## config.mk

```make
export PLATFORM = sky130hd
export DESIGN_NAME = vpn_delay
export DESIGN_NICKNAME = d
export VERILOG_FILES = /design/src/hdl/vpn_delay.sv
export SDC_FILE = /design/constraint.sdc
export NUM_CORES = 1
export LEC_CHECK = 0
export BUFFER_PORTS_ARGS = -buffer_cell sky130_fd_sc_hd__clkbuf_2
export CAP_MARGIN = 25
export CORE_MARGIN = 2
export CORE_UTILIZATION = 44
export CTS_BUF_LIST = sky130_fd_sc_hd__clkbuf_16
export CTS_CLUSTER_SIZE = 25
export DETAILED_ROUTE_END_ITERATION = 12
export GPL_ROUTABILITY_DRIVEN = 1
export PLACE_DENSITY_LB_ADDON = 0.2
export SYNTH_ARGS = -nofsm -noshare
export SYNTH_HDL_FRONTEND = slang
export SYNTH_SLANG_ARGS = --single-unit
```

## constraint.sdc

```tcl
create_clock -name clk -period 0.8 [get_ports clk]
set_input_delay 0.04 -clock clk [delete_from_list [all_inputs] [get_ports clk]]
set_output_delay 0.04 -clock clk [all_outputs]
set_load 0.02 [all_outputs]
```

## src/hdl/vpn_delay.sv

```systemverilog
`timescale 1ns / 1ps

module vpn_delay #(
  parameter int WIDTH = 8,
  parameter int DEPTH = 4
) (
  input  logic             clk,
  input  logic             en,
  input  logic [WIDTH-1:0] d,
  output logic [WIDTH-1:0] q
);

  logic [WIDTH-1:0] sr [DEPTH];

  always_ff @(posedge clk) begin
    if (en) begin
      sr[0] <= d;
      for (int k = 1; k < DEPTH; k++) begin
        sr[k] <= sr[k-1];
      end
    end
  end

  assign q = sr[DEPTH-1];

endmodule

```

# Yosys cells after proc, flatten, opt, wreduce, memory -nomap -nowiden
# Memories as Yosys holds them, arrays and structs flattened.
# Cells that the tools add are included.
[totals]
regBits = 0
latch_bits = 0
ram_bits = 32
mem_bits_ro = 0
elab_cells = 3
mem_count = 1
[memory_table]
columns = ["name", "words", "width", "rd", "rd_clocked_by_memory_dff", "wr", "line_no", "source"]
rows = [
  ["sr", 4, 8, 4, 0, 4, "13", "logic [WIDTH-1:0] sr [DEPTH];"],
]
[op_classes]
n_addsub = 0
n_mul = 0
div = 0
order_cmp = 0
n_eq_ne = 0
n_shift = 0
n_mux = 2
bitwise = 0
reduce_logical = 0
[ops]
columns = ["cell", "count"]
rows = [
  ["2-to-1 mux 1 bit", 2],
]

# Longest topological paths before layout
[depth]
depth_word = 2
depth_mapped = 0
mapped_depth_nobuf = 0

# Worst setup path after synthesis
# OpenSTA, ideal clock, no wires.
[synth_timing]
path_type = "flip-flop to flip-flop"
start = "memory sr[0][0]"
end = "memory sr[1][0], data pin"
setup_ps = 266
t_arrival_ps = 323
setup_slack_ps = 211
path_stages_with_launch = 1
path_cell_list = "edfxtp_1"
[synth_lines]
columns = ["item", "line_no"]
rows = [
  ["from (decl)", "13"],
]

==> reports/metrics.cfg <==
[yosys]
synth_cells = 32
avgSynthCellArea_um2 = 30.03
synth_area_leaders = edfxtp_1 (100%)
syn_nets = 42
yosys_register_bits = 32
synth_edf_count = 32
synth.top_cell.area_share_pct = 100.0
synth_top_area_cell = edfxtp_1
synth-warning-count = 0
synth_commonest_cells = edfxtp_1 (32)
netlist_area_um2 = 960.9
synth_ff_type = edfxtp_1
synth.most_common_cell = edfxtp_1
postSynth.asyncResetShare_pct = 0
seq_area_frac_synth_pct = 100.0
yosysUniqueCellTypes = 1

[power]
comb_power_share_pct = 4.0
irDropWorstVdd_uv = 2132
power.switching_uw = 657.6
sw_frac_of_total_pct = 17.21
seq_power_share_pct = 52.6
p_per_area_nw_per_um2 = 2865
p_leak_nw = 0.5047
p_total_mw = 3.822
p_int_mw = 3.164
p_clk_share_pct = 43.4

[global_route]
grt_max_degree = 24
track_usage_pct = 11.00
grt_overflow = 0
grt_pass1_wl_um = 1766
grt_pass1_vias = 415
antenna_found_initial = 0

[clock_network]
cts_inserted_buffers = 5
clock_latency_ns = 0.26
cts_tree = yes
h-tree-depth = 2
clk_pin_slew_ns = 0.05
cts_sinks = 32
cts_buffer_depth = 2
cts_root_buffer = clkbuf_16

[critical_path]
max_stage_delay_ns = 0.35
critPathSlowestCell = edfxtp_1
critPathLaunchType = register
crit_chain = buf_2
path_buf_inv = 1
critPathCaptureType = output port
critPathTopFamily = flip-flops
cp.arrival_ns = 0.79
critPathRequiredTime_ns = 0.76
cp_max_fo = 1
path_class = register to output port

[timing]
fmax_mhz = 1212
final.period_utilization_pct = 103.2
rsz0062_at_grt = yes
drv_slew = 0
hold_violations = 0
setup_viol = 8
tightest_slew_ns = 0.1217
setup_ws_ns = -0.02524
fin_skew_ns = 0.001450
slew-limit-headroom_pct = 91.88
min_period_ns = 0.8252

[layout]
n_antenna_cell = 0
final_nets = 76
multi_input_cells = 0
drive_gt1_share_pct = 37.88
multi_input_area_um2 = 0
largest_register_ffs = 32
synthToLayoutAreaGrowth_pct = 38.80
register_area_um2 = 960.9
largest_registers = sr x32
fin_util_pct = 66.63
top_register = sr
fillCellCount = 143

[placement]
io_buffers = 17
place.gp.congestion = 0.5907

[die]
rows = 16
ioPinCount = 18
start_util_pct = 48.00
die-area_um2 = 2574
die_width_um = 50.73
core_area_um2 = 2002
die_y_um = 50.73

[route]
viasPerCell = 4.366
drtAntennaViolNets = 0
first_pass_iters = 3
drc = 0
wl_per_cell_um = 12.11
vias = 406
drt_iter0_drc = 7
routed_wirelength_um = 1126

[worst_hold_path]
hold_class = input port to register

[job]
maxCapViolCount = 0

[status]
violations = setup timing
status = complete, but fails checks

metal layers:
layer | vias up | track usage [%] | wire length (um)
met5 | - | 0 | 0
met4 | 0 | 8.108 | 19
met3 | 3 | 6.548 | 84
met2 | 19 | 18.20 | 607
met1 | 188 | 9.563 | 415
li1 | 196 | - | -
cell type report:
| class | instances | area share, % |
|---|---|---|
| Sequential cell | 32 | 72.05 |
| Clock buffer | 5 | 9.381 |
| Timing Repair Buffer | 27 | 15.38 |
| Clock inverter | 2 | 0.6567 |
| Tap cell | 27 | 2.533 |
power groups by stage:
stage	combinational (mW)	clock [mW]	sequential, mW
2_1_floorplan	0	0	2.06
3_3_place_gp	0.112	0	2.03
3_5_place_dp	0.117	0	2.04
4_1_cts	0.148	1.72	2.01
5_1_grt	0.164	1.79	2.02
6_report	0.152	1.66	2.01
path summary, 6_finish.rpt:
kind	startpoint	end	slack, ns	cells past startpoint
setup / recovery	sr[3][5]$_DFFE_PP_	q[5]	-0.03	1
hold / removal	en	sr[2][0]$_DFFE_PP_	0.21	2
setup reg to reg	sr[0][2]$_DFFE_PP_	sr[1][2]$_DFFE_PP_	0.16	0
hold reg to reg	sr[1][2]$_DFFE_PP_	sr[2][2]$_DFFE_PP_	0.41	0
cell usage in the layout, fill, tap and decap left out, drive strengths merged:
master / netlist / routed
clkinv: 0 / 1
inv: 0 / 1
edfxtp: 32 / 32
dlygate4sd3: 0 / 8
clkbuf: 0 / 14
buf: 0 / 10
what timing repair did:
action | CTS | global route
endpoints found under the hold margin | 8 | 0
hold buffers | 8 | 0
setup buffers | 0 | 0
setup endpoints to repair | 8 | 8
resized for setup | 0 | 12
pin swaps | 0 | 0
per-stage QoR:
| stage | instances | instance area (um2) | hold slack (ns) | setup WS (ns) | setup TNS [ns] |
|---|---|---|---|---|---|
| 6_report | 93 | 1334 | 0.2114 | -0.02524 | -0.1183 |
| 3_5_place_dp | 78 | 1107 | 0.2191 | 0.1570 | 0 |
| 4_1_cts | 93 | 1321 | 0.2010 | -0.04452 | -0.2426 |
| 3_3_place_gp | 78 | 1107 | 0.2163 | 0.1719 | 0 |
| 2_1_floorplan | 32 | 960.9 | 0.1389 | 0.2112 | 0 |
| 5_1_grt | 93 | 1334 | 0.2208 | -0.06034 | -0.3400 |
cell families (layout without fill, tap and decap cells):
| logic type | count (synthesis) | in the layout | share of synthesized area, % |
|---|---|---|---|
| flip-flops | 32 | 32 | 100.0 |
| buffers and inverters | 0 | 34 | 0 |
Power figures use the tool's default switching activity.
