===== src/hdl/vpn_sqrt_cell.sv =====
`timescale 1ns / 1ps

// one root bit per cell, two radicand bits consumed
module vpn_sqrt_cell #(
  parameter int W = 32
) (
  input  logic             clk,
  input  logic             en,
  input  logic [2*W-1:0]   s_in,
  input  logic [W+1:0]     rem_in,
  input  logic [W-1:0]     root_in,
  output logic [2*W-1:0]   s_out,
  output logic [W+1:0]     rem_out,
  output logic [W-1:0]     root_out
);

  logic [W+3:0] cur;
  logic [W+3:0] trial;
  logic         ge;

  assign cur   = {rem_in, s_in[2*W-1:2*W-2]};
  assign trial = (W+4)'({root_in, 2'b01});
  assign ge    = cur >= trial;

  always_ff @(posedge clk) begin
    if (en) begin
      s_out    <= {s_in[2*W-3:0], 2'b00};
      rem_out  <= ge ? (W+2)'(cur - trial) : cur[W+1:0];
      root_out <= {root_in[W-2:0], ge};
    end
  end

endmodule


===== config.mk =====
export PLATFORM = sky130hd
export DESIGN_NAME = vpn_sqrt_cell
export DESIGN_NICKNAME = d
export VERILOG_FILES = /design/src/hdl/vpn_sqrt_cell.sv
export SDC_FILE = /design/constraint.sdc
export NUM_CORES = 1
export LEC_CHECK = 0
export BUFFER_PORTS_ARGS = -buffer_cell sky130_fd_sc_hd__buf_2
export CAP_MARGIN = 20
export CORE_ASPECT_RATIO = 1.25
export CORE_UTILIZATION = 50
export DETAILED_ROUTE_END_ITERATION = 12
export GPL_ROUTABILITY_DRIVEN = 0
export GPL_TIMING_DRIVEN = 1
export PLACE_DENSITY = 0.85
export REMOVE_ABC_BUFFERS = 1
export SYNTH_ARGS = -nofsm -noshare
export SYNTH_HDL_FRONTEND = slang
export SYNTH_SLANG_ARGS = --single-unit

===== constraint.sdc =====
create_clock -name clk -period 5.6 [get_ports clk]
set_clock_uncertainty 0.15 [all_clocks]
set_input_delay 0.56 -clock clk [delete_from_list [all_inputs] [get_ports clk]]
set_output_delay 0.56 -clock clk [all_outputs]
set_load 0.01 [all_outputs]

# Word level (Yosys, flattened, before mapping)
# Index checks and enable logic that the tools add are counted.
# classes
n_addsub,1
n_lt_le_gt_ge,1
mux,1
# ops
operator,count
$ge 36x34->1,1
$mux 34,1
$sub 34x34->34,1
# word_totals
register_bits,128
inputBits,132

# Depth between registers and ports, before layout
# depth
depth_word,2
depth_mapped,13
depth_no_buf,10

# Least setup slack after synthesis
# No wires, ideal clock.
# synth_timing
path_type,input-to-reg
startpoint,input root_in[9]
endpoint,register rem_out[27] (data pin)
setup_ns,0.260
t_arrival_ns,2.542
slack_ns,2.647
stages,10
path_cell_list,inv_1 ha_1 a21o_1 a31o_1 a211oi_4 o211ai_2 a21bo_2 mux2i_1 o221ai_1 mux2_4
# synth_between
elab_chain_len,2
word_cells_on_any_way,3
classes_between,1 x add/sub; 1 x order compare; 1 x mux
# synth_lines
item,line,source
"start, declared",11,"input logic [W-1:0] root_in,"
$sub 34x34->34 or $ge 36x34->1 (tied branches),"28, 23",
$mux 34 (*),28,rem_out <= ge ? (W+2)'(cur - trial) : cur[W+1:0];
"end signal, assigned",28,
"end, declared",13,"output logic [W+1:0] rem_out,"
# Mark *: on every way between the ends. The rest lies on a longest branch, timed or not.
# A chain may end at the register's enable or synchronous reset.

# Worst setup path after layout
# layout_timing
startpoint,input rem_in[0]
endpoint,register rem_out[27] (data pin)
# layout_between
elab_chain_len,2
word_cells_on_any_way,3
classes_between,1 x add/sub; 1 x order compare; 1 x mux
# layout_lines
item,line,source
"start, declared",10,"input logic [W+1:0] rem_in,"
$ge 36x34->1,23,assign ge = cur >= trial;
net ge,19,logic ge;
$mux 34,28,
# The timed path passes the listed nets, and every way through them passes these cells.

==> impl_metrics.toml <==
[outcome]
status = "completed"

[cells_and_area]
n_fill_cell = 883
post-route-cell-area_um2 = 8350
regArea_um2 = 3840
layout-drive-gt1-share_pct = 40.3
multi_input_area_um2 = 2220
syn_to_final_growth_pct = 32.2
fin_nets = 938

[placement]
port_buffers = 259
hpwl_um = 13300
placed_area_um2 = 7740
place_ws_ns = 1.44

[sta]
report.final.slew_viol_count = 0
max-slew-margin-rel_pct = 30.8
setup_violations = 0
hold_viol = 0
worst_slack_ns = 2.31
finalSetupTns_ns = 0
final.min_clock_period_ns = 3.29
post-route-period-util_pct = 58.8
max_freq_ghz = 0.304
worst-slew-pin-transition_ns = 1.04
rsz0062_at_grt = "no"

[synth]
syn_area_per_cell_um2 = 12.5
ys_ff_latch = 128
synth-edff-count = 128
netlist_area_um2 = 6310
syn_inst = 507
synth_cell_type_count = 62
synth-main-ff-cell = "edfxtp_1"
synthArstFlopShare_pct = 0
yosysWarningCount = 0
ys_seq_area_share_pct = 60.9
synth.most_common_cell = "edfxtp_1"
synth_area_leaders = "edfxtp_1 (61%), ha_1 (6.7%), nand2_1 (3.4%)"
synth_top_area_share_pct = 60.9
ys_top_cells_by_count = "edfxtp_1 (128), nand2_1 (58), inv_1 (42)"
yosysTopAreaCell = "edfxtp_1"

[routing]
drt-wirelength-per-cell_um = 18.8
dr.pass1.iters = 5
vias_per_cell = 5.39
wl_um = 17900
vias = 5128
postRouteAntennaNets = 0
post-route-drc-count = 0
drt_iter0_drc = 275

[clocking]
htree_levels = 4
cts_resized = 0
clk_pin_slew_ns = 0.06
ctsHoldBuffers = 0
postCtsSetupRepairBufs = 0
cts.path.max_buffers = 2
clock-sinks = 128
cts_buffers = 17
cts_tree = "built"
ctsRootBufferMaster = "clkbuf_16"

[worst_setup_path]
critPathBufInv = 3
cpMaxStageDelayCell = "o21a_2"
crit_type = "in2reg"
cp_top_family = "compound AO/OA/AOI/OAI gates"
worstPathCellList = "buf_2 > ha_1 > nor2b_1 > o31a_1 > o21ai_0 > o211ai_1 > a211oi_1 > o21a_2 > buf_12 > clkinv_2 > mux2_4"
cp_max_fo = 49
critPathRequiredTime_ns = 5.62
worstPathArrival_ns = 3.32
slowest_delay_ns = 0.39
start_kind = "input pin"
setup.worst_path.end_class = "flip-flop"

[floorplan]
rows = 45
dieArea_um2 = 13100
fp.dieW_um = 103
ioPinCount = 262
dieHeight_um = 128
start_util_pct = 51.7
core_area_um2 = 12200

[global_route]
grt_pass1_wl_um = 26600
grt_start_max_net_pins = 82
grt_pass1_vias = 5034
grt_antenna_before_repair = 5
grt.overflow.total = 0
track_usage_pct = 28.0

[pwr]
p_leak_uw = 0.00374
p_per_area_nw_per_um2 = 336
ir_drop_mv = 0.198

[worst_hold_path]
hold_path_class = "in2reg"

[run]
drv_cap = 0
kinds of logic after synthesis:
| family | share of synthesized area, % |
|---|---|
| xor gates and xnor gates | 3.74 |
| buffers and inverters | 4.08 |
| AOI/OAI and AO/OA | 14.8 |
| other | 0.0594 |
| DFF | 60.9 |
| muxes | 0.872 |
| adders and majority gates | 6.74 |
| and+or+nand+nor | 8.88 |
power breakdown:
group | switching, µW | internal (µW)
registers | 26.0 | 1170
clock network | 430 | 659
logic | 307 | 212
total | 763 | 2050
layout by cell type (no fill, tap or decap), drive strengths merged, types with 3 or more instances in the layout:
cell | netlist | final
ha | 34 | 34
buf | 9 | 261
o41ai | 3 | 3
clkbuf | 7 | 17
edfxtp | 128 | 128
a21o | 20 | 20
o211ai | 3 | 3
o21a | 3 | 3
o21ai | 46 | 46
and3 | 5 | 5
nand2 | 58 | 58
diode | 0 | 3
clkinvlp | 0 | 4
a31oi | 5 | 5
mux2i | 4 | 4
inv | 42 | 46
nor3 | 10 | 10
xnor2 | 14 | 14
clkinv | 1 | 6
nand2b | 5 | 5
o31ai | 5 | 5
nor2 | 18 | 18
a21oi | 28 | 28
nand3 | 6 | 6
xor2 | 13 | 13
nand4 | 7 | 7
and2 | 5 | 5
final cells by class:
cell class                 instances  area share [%]
antenna                            3          0.0899
clock buffer                      17            5.10
clock inverter                    15            1.92
inverter                          43            1.95
multi-input combinational        321            26.6
sequential                       128            46.0
tap                              164            2.46
timing repair buffer             261            15.9
final timing paths:
path      start           to  slack, ns  cells after the start
max   rem_in[0]  rem_out[27]       2.31                     11
min    s_in[27]    s_out[29]       0.16                      1
metrics by stage:
stage	total power (µW)	hold slack, ns	std cells	utilization (%)
floorplan	1500	0.509	492	-
global placement	1710	0.587	916	63.3
detailed placement	1730	0.589	916	63.3
CTS	2820	0.144	948	68.1
global route	2920	0.143	950	68.3
finish	2810	0.158	952	68.3
sequential cells by signal, summed over array words and instances, names as in the netlist:
name,cells
s_out,62
root_out,32
rem_out,34
layer usage:
layer  track usage [%]  vias up  part of all wire (%)
li1                  -     2408                     -
met4              15.0        6                   4.0
met2              45.2      268                    48
met1              29.8     2382                    36
met3              13.5       64                    12
met5                 0        -                  0.20
Note: power is estimated with default switching activity, not from simulation.
