===== src/hdl/vpn_div_cell.sv =====
`timescale 1ns / 1ps

// restoring division, one quotient bit per cell; quotient shifts in behind numerator
module vpn_div_cell #(
  parameter int NB = 48,
  parameter int DB = 32
) (
  input  logic          clk,
  input  logic          en,
  input  logic [NB-1:0] nq_in,
  input  logic [DB-1:0] rem_in,
  input  logic [DB-1:0] dv_in,
  output logic [NB-1:0] nq_out,
  output logic [DB-1:0] rem_out,
  output logic [DB-1:0] dv_out
);

  logic [DB:0] cur;
  logic        ge;

  assign cur = {rem_in, nq_in[NB-1]};
  assign ge  = cur >= {1'b0, dv_in};

  always_ff @(posedge clk) begin
    if (en) begin
      nq_out  <= {nq_in[NB-2:0], ge};
      rem_out <= ge ? DB'(cur - {1'b0, dv_in}) : cur[DB-1:0];
      dv_out  <= dv_in;
    end
  end

endmodule


===== config.mk =====
export PLATFORM = sky130hd
export DESIGN_NAME = vpn_div_cell
export DESIGN_NICKNAME = d
export VERILOG_FILES = /design/src/hdl/vpn_div_cell.sv
export SDC_FILE = /design/constraint.sdc
export NUM_CORES = 1
export LEC_CHECK = 0
export ABC_AREA = 1
export ABC_CLOCK_PERIOD_IN_PS = 2300
export BUFFER_PORTS_ARGS = -buffer_cell sky130_fd_sc_hd__buf_2
export CAP_MARGIN = 5
export CORE_MARGIN = 4
export CORE_UTILIZATION = 51
export DETAILED_ROUTE_END_ITERATION = 8
export PLACE_DENSITY = 0.78
export SETUP_SLACK_MARGIN = 0.05
export SYNTH_ARGS = -nofsm -noshare
export SYNTH_HDL_FRONTEND = slang
export SYNTH_SLANG_ARGS = --single-unit
export TNS_END_PERCENT = 10

===== constraint.sdc =====
create_clock -name clk -period 2.3 [get_ports clk]
set_clock_uncertainty 0.1 [all_clocks]
set_input_delay 0.115 -clock clk [delete_from_list [all_inputs] [get_ports clk]]
set_output_delay 0.115 -clock clk [all_outputs]
set_load 0.01 [all_outputs]

# [Yosys cells after proc, flatten, opt, wreduce, memory -nomap -nowiden]
# Index checks and enable logic that the tools add are counted.
[totals] wordCells=6 regBits=112 out_inout_bits=112
[classes] n_mux=1 n_addsub=1 order_cmp=1
[ops] op="33-bit by 32-bit greater-or-equal comparator with 1-bit output" count=1
[ops] op="32-bit 2-to-1 mux" count=1
[ops] op="32-bit subtractor" count=1

# [Depth between registers and ports, before layout]
[logic_depth] word_depth=2 ltp_mapped=16 depth_no_buf=14

# [Worst setup path before layout]
# OpenSTA, ideal clock, no wires.
[synth_timing] path_kind="input to register" from="input port nq_in[47]" to="register rem_out[16], data pin" stages=13 n_path_buf=0 setup_ps=252 arrival_ps=1475 slack_ps=472 t_required_ps=1948 cell_sequence="inv_1 ha_1 fa_1 inv_1 nand3_1 nand3_1 nand2_1 nand3_1 nand3_1 nand2_1 nand2_1 nand3_2 nand2_1"
[synth_via] elab_chain_len=2 elab_cells_between_ends=3
[synth_rtl] item="start: declaration" line_no="10" text="input logic [NB-1:0] nq_in,"
[synth_rtl] item="32-bit subtractor or 33-bit by 32-bit greater-or-equal comparator with 1-bit output (tied branches)" line_no="27, 22"
[synth_rtl] item="32-bit 2-to-1 mux (*)" line_no="27" text="rem_out <= ge ? DB'(cur - {1'b0, dv_in}) : cur[DB-1:0];"
[synth_rtl] item="end signal: assignment" line_no="27"
[synth_rtl] item="end: declaration" line_no="14" text="output logic [DB-1:0] rem_out,"
# Every way passes the cells marked *; elsewhere a longest branch is shown, timed or not.
# A chain may end at the register's enable or synchronous reset.

# [Final worst setup path]
[layout_timing] from="input port dv_in[1]" to="register rem_out[14], data pin"
[layout_via] elab_chain_len=2 elab_cells_between_ends=3
[layout_rtl] item="start: declaration" line_no="12" text="input logic [DB-1:0] dv_in,"
[layout_rtl] item="32-bit subtractor or 33-bit by 32-bit greater-or-equal comparator with 1-bit output (tied branches)" line_no="27, 22"
[layout_rtl] item="32-bit 2-to-1 mux (*)" line_no="27"
# Marks and branches as above.

==> results.sh <==
export IMPL_fin_crit_sh=0.954
export IMPL_crit_type="in2reg"
export IMPL_fmax_ghz=0.456
export IMPL_wl_met1_mm=8.43
export IMPL_worst_setup_path_end_kind="flip-flop"
export IMPL_start_util=0.520
export IMPL_layout_setup_ws_ns=0.106
export IMPL_wirelength_mm=21.4
export IMPL_synthCells=764
export IMPL_max_slew_worst_pin_slew_ns=0.614
export IMPL_wire_per_inst_um=16.6
export IMPL_coreArea_mm2=0.0126
export IMPL_hp_start="rem_in[16]"
export IMPL_grt_max_degree=67
export IMPL_path_max_fanout=7
export IMPL_syn_to_final_growth_pct=47.4
export IMPL_place_ws_ns=0.0728
export IMPL_synth_avg_cell_area_um2=8.58
export IMPL_die_width_um=121
export IMPL_min_period_ns=2.19
export IMPL_root_buffer="clkbuf_16"
export IMPL_dr_pass1_iters=5
export IMPL_cts_buffers=9
export IMPL_crit_path_start_kind="input pin"
export IMPL_grt_overflow=0
export IMPL_postLayoutCoreUtil=0.766
export IMPL_clock_sinks=112
export IMPL_setup_viol=0
export IMPL_wl_met3_mm=1.58
export IMPL_maxSlewViolCount=0
export IMPL_synth_cell_types=29
export IMPL_grt_pass1_wl_mm=31.0
export IMPL_stdcell_count=1292
export IMPL_grt_usage=0.272
export IMPL_gp_congestion=0.957
export IMPL_rsz0062_at_grt="true"
export IMPL_htreeDepth=3
export IMPL_required_ns=2.31
export IMPL_rows=41
export IMPL_p_leak_nw=4.90
export IMPL_drive_above_1_share=0.296
export IMPL_final_nets=1261
export IMPL_die_h_um=121
export IMPL_hold_path_class="in2reg"
export IMPL_antenna_found_initial=1
export IMPL_path_clk_slew_ns=0.07
export IMPL_worstPathArrival_ns=2.20
export IMPL_ys_warn_count=0
export IMPL_outcome="finished, final reports clean"
export IMPL_dp_hpwl_mm=13.5
export IMPL_vias=6361
export IMPL_slew_headroom=0.591
export IMPL_dpl_cell_count=1159
export IMPL_routed_top_layer="met4"
export IMPL_finalSetupTns_ns=0
export IMPL_viasPerCell=4.92
export IMPL_min_path_cells=3
export IMPL_remaining_drc_errors=0
export IMPL_cts_buffer_depth=2
export IMPL_hold_violations=0
export IMPL_layout_commonest_cell="nand2_1"
export IMPL_mostFrequentLayoutCells="nand2_1, buf_2, inv_1"
export IMPL_ant_nets=0
export IMPL_yosys_register_bits=112
export IMPL_first_iter_violations=458
export IMPL_hold_path_end="rem_out[17]"
export IMPL_syn_area_mm2=0.00656
export IMPL_fp_dieArea_mm2=0.0147
export IMPL_maxCapViolCount=0
export IMPL_grt_pass1_vias=6195
export IMPL_io_pins=226
export IMPL_pwr_density_cell_mw_per_mm2=582
export IMPL_cts_tree="built"
export IMPL_ir_drop_mv=0.333
export IMPL_ys_seq_area_frac=0.513
export IMPL_wl_met2_mm=11.1
export IMPL_synthesis_nets=911
export IMPL_port_buffer_count=225
export IMPL_power_total_mw=5.62
what timing repair did:
item | in CTS | in global routing
endpoints found under the setup margin | 0 | 33
hold buffers | 107 | 0
setup buffers | 0 | 5
gates resized for setup | 0 | 59
endpoints found under the hold margin | 107 | 0
state kept, by name, indices dropped and copies added, names as in the netlist:
name     flops
rem_out     32
nq_out      48
dv_out      32
where the power goes:
group | internal, mW | switching [mW] | total [mW]
Clock | 0.754 | 0.762 | 1.52
Combinational | 0.649 | 0.910 | 1.56
Sequential | 2.49 | 0.0582 | 2.55
routing by layer:
metal | GRT usage | vias to the layer above
met1 | 0.326 | 2929
met2 | 0.499 | 287
met4 | 0.0735 | 0
met5 | 0 | -
met3 | 0.0490 | 29
li1 | - | 3116
how the worst max path moves through the flow:
stage	slack (ns)	startpoint	end	cells after the start
finish	0.11	dv_in[1]	rem_out[14]	14
global route	-0.005	dv_in[13]	rem_out[24]	15
CTS	0.05	dv_in[15]	rem_out[0]	16
detailed placement	0.07	nq_in[47]	rem_out[16]	14
global placement	0.12	nq_in[47]	rem_out[16]	14
floorplan	0.47	nq_in[47]	rem_out[16]	13
worst max-delay path, cell delays in order:
cell and delay (ns):
dlygate4sd3_1 0.53, buf_4 0.13, inv_1 0.07, ha_4 0.27
nand2_2 0.08, nor2_4 0.13, nand3_2 0.11, nand3_4 0.12
nand2_4 0.07, nand2_4 0.11, nand2_8 0.12, clkbuf_16 0.22
nand3_4 0.06, nand2_1 0.06
cell type report:
class / count / area (um^2)
clock inverters: 6 / 52.6
well taps: 172 / 215
repair buffers: 347 / 2410
clock buffers: 10 / 229
fillers: 903 / 2960
diodes: 1 / 2.50
flip-flops and latches: 112 / 3360
multi-input cells: 492 / 2820
inverters: 152 / 571
logic make-up after synthesis:
family | synth area share
buffers and inverters | 0.0994
AND/OR/NAND/NOR | 0.286
flip-flops | 0.513
adder cells (fa/ha/maj) | 0.0641
AO/OA/AOI/OAI | 0.0187
XOR/XNOR | 0.0187
cell usage after synthesis:
master / instances / share of area
nor3_1: 6 / 0.0046
and2_1: 8 / 0.0076
buf_12: 1 / 0.0031
buf_6: 1 / 0.0017
xnor2_1: 1 / 0.0013
nand2_8: 1 / 0.0031
xor2_1: 13 / 0.017
nor3_2: 2 / 0.0031
nand2_4: 1 / 0.0017
inv_1: 149 / 0.085
a21oi_1: 21 / 0.016
buf_2: 7 / 0.0053
nand3_2: 16 / 0.024
ha_1: 32 / 0.061
nor2_4: 1 / 0.0017
nand2_2: 4 / 0.0038
edfxtp_1: 112 / 0.51
or2_1: 1 / 0.00095
nand2_1: 276 / 0.16
nand3b_1: 10 / 0.011
fa_1: 1 / 0.0031
inv_2: 3 / 0.0017
nand3_1: 52 / 0.040
o21bai_1: 1 / 0.0011
nor2_1: 34 / 0.019
nor2_2: 5 / 0.0048
nand4_1: 2 / 0.0019
buf_8: 1 / 0.0023
o21ai_0: 2 / 0.0015
metrics by stage:
stage | hold WS, ns | cell area, um^2
after CTS | 0.000804 | 9260
after global routing | 0.0100 | 9660
after floorplan | 0.114 | 6560
final | 0.0154 | 9660
after global placement | 0.191 | 7910
after detailed placement | 0.193 | 7910
Note: power is estimated with default switching activity, not from simulation.
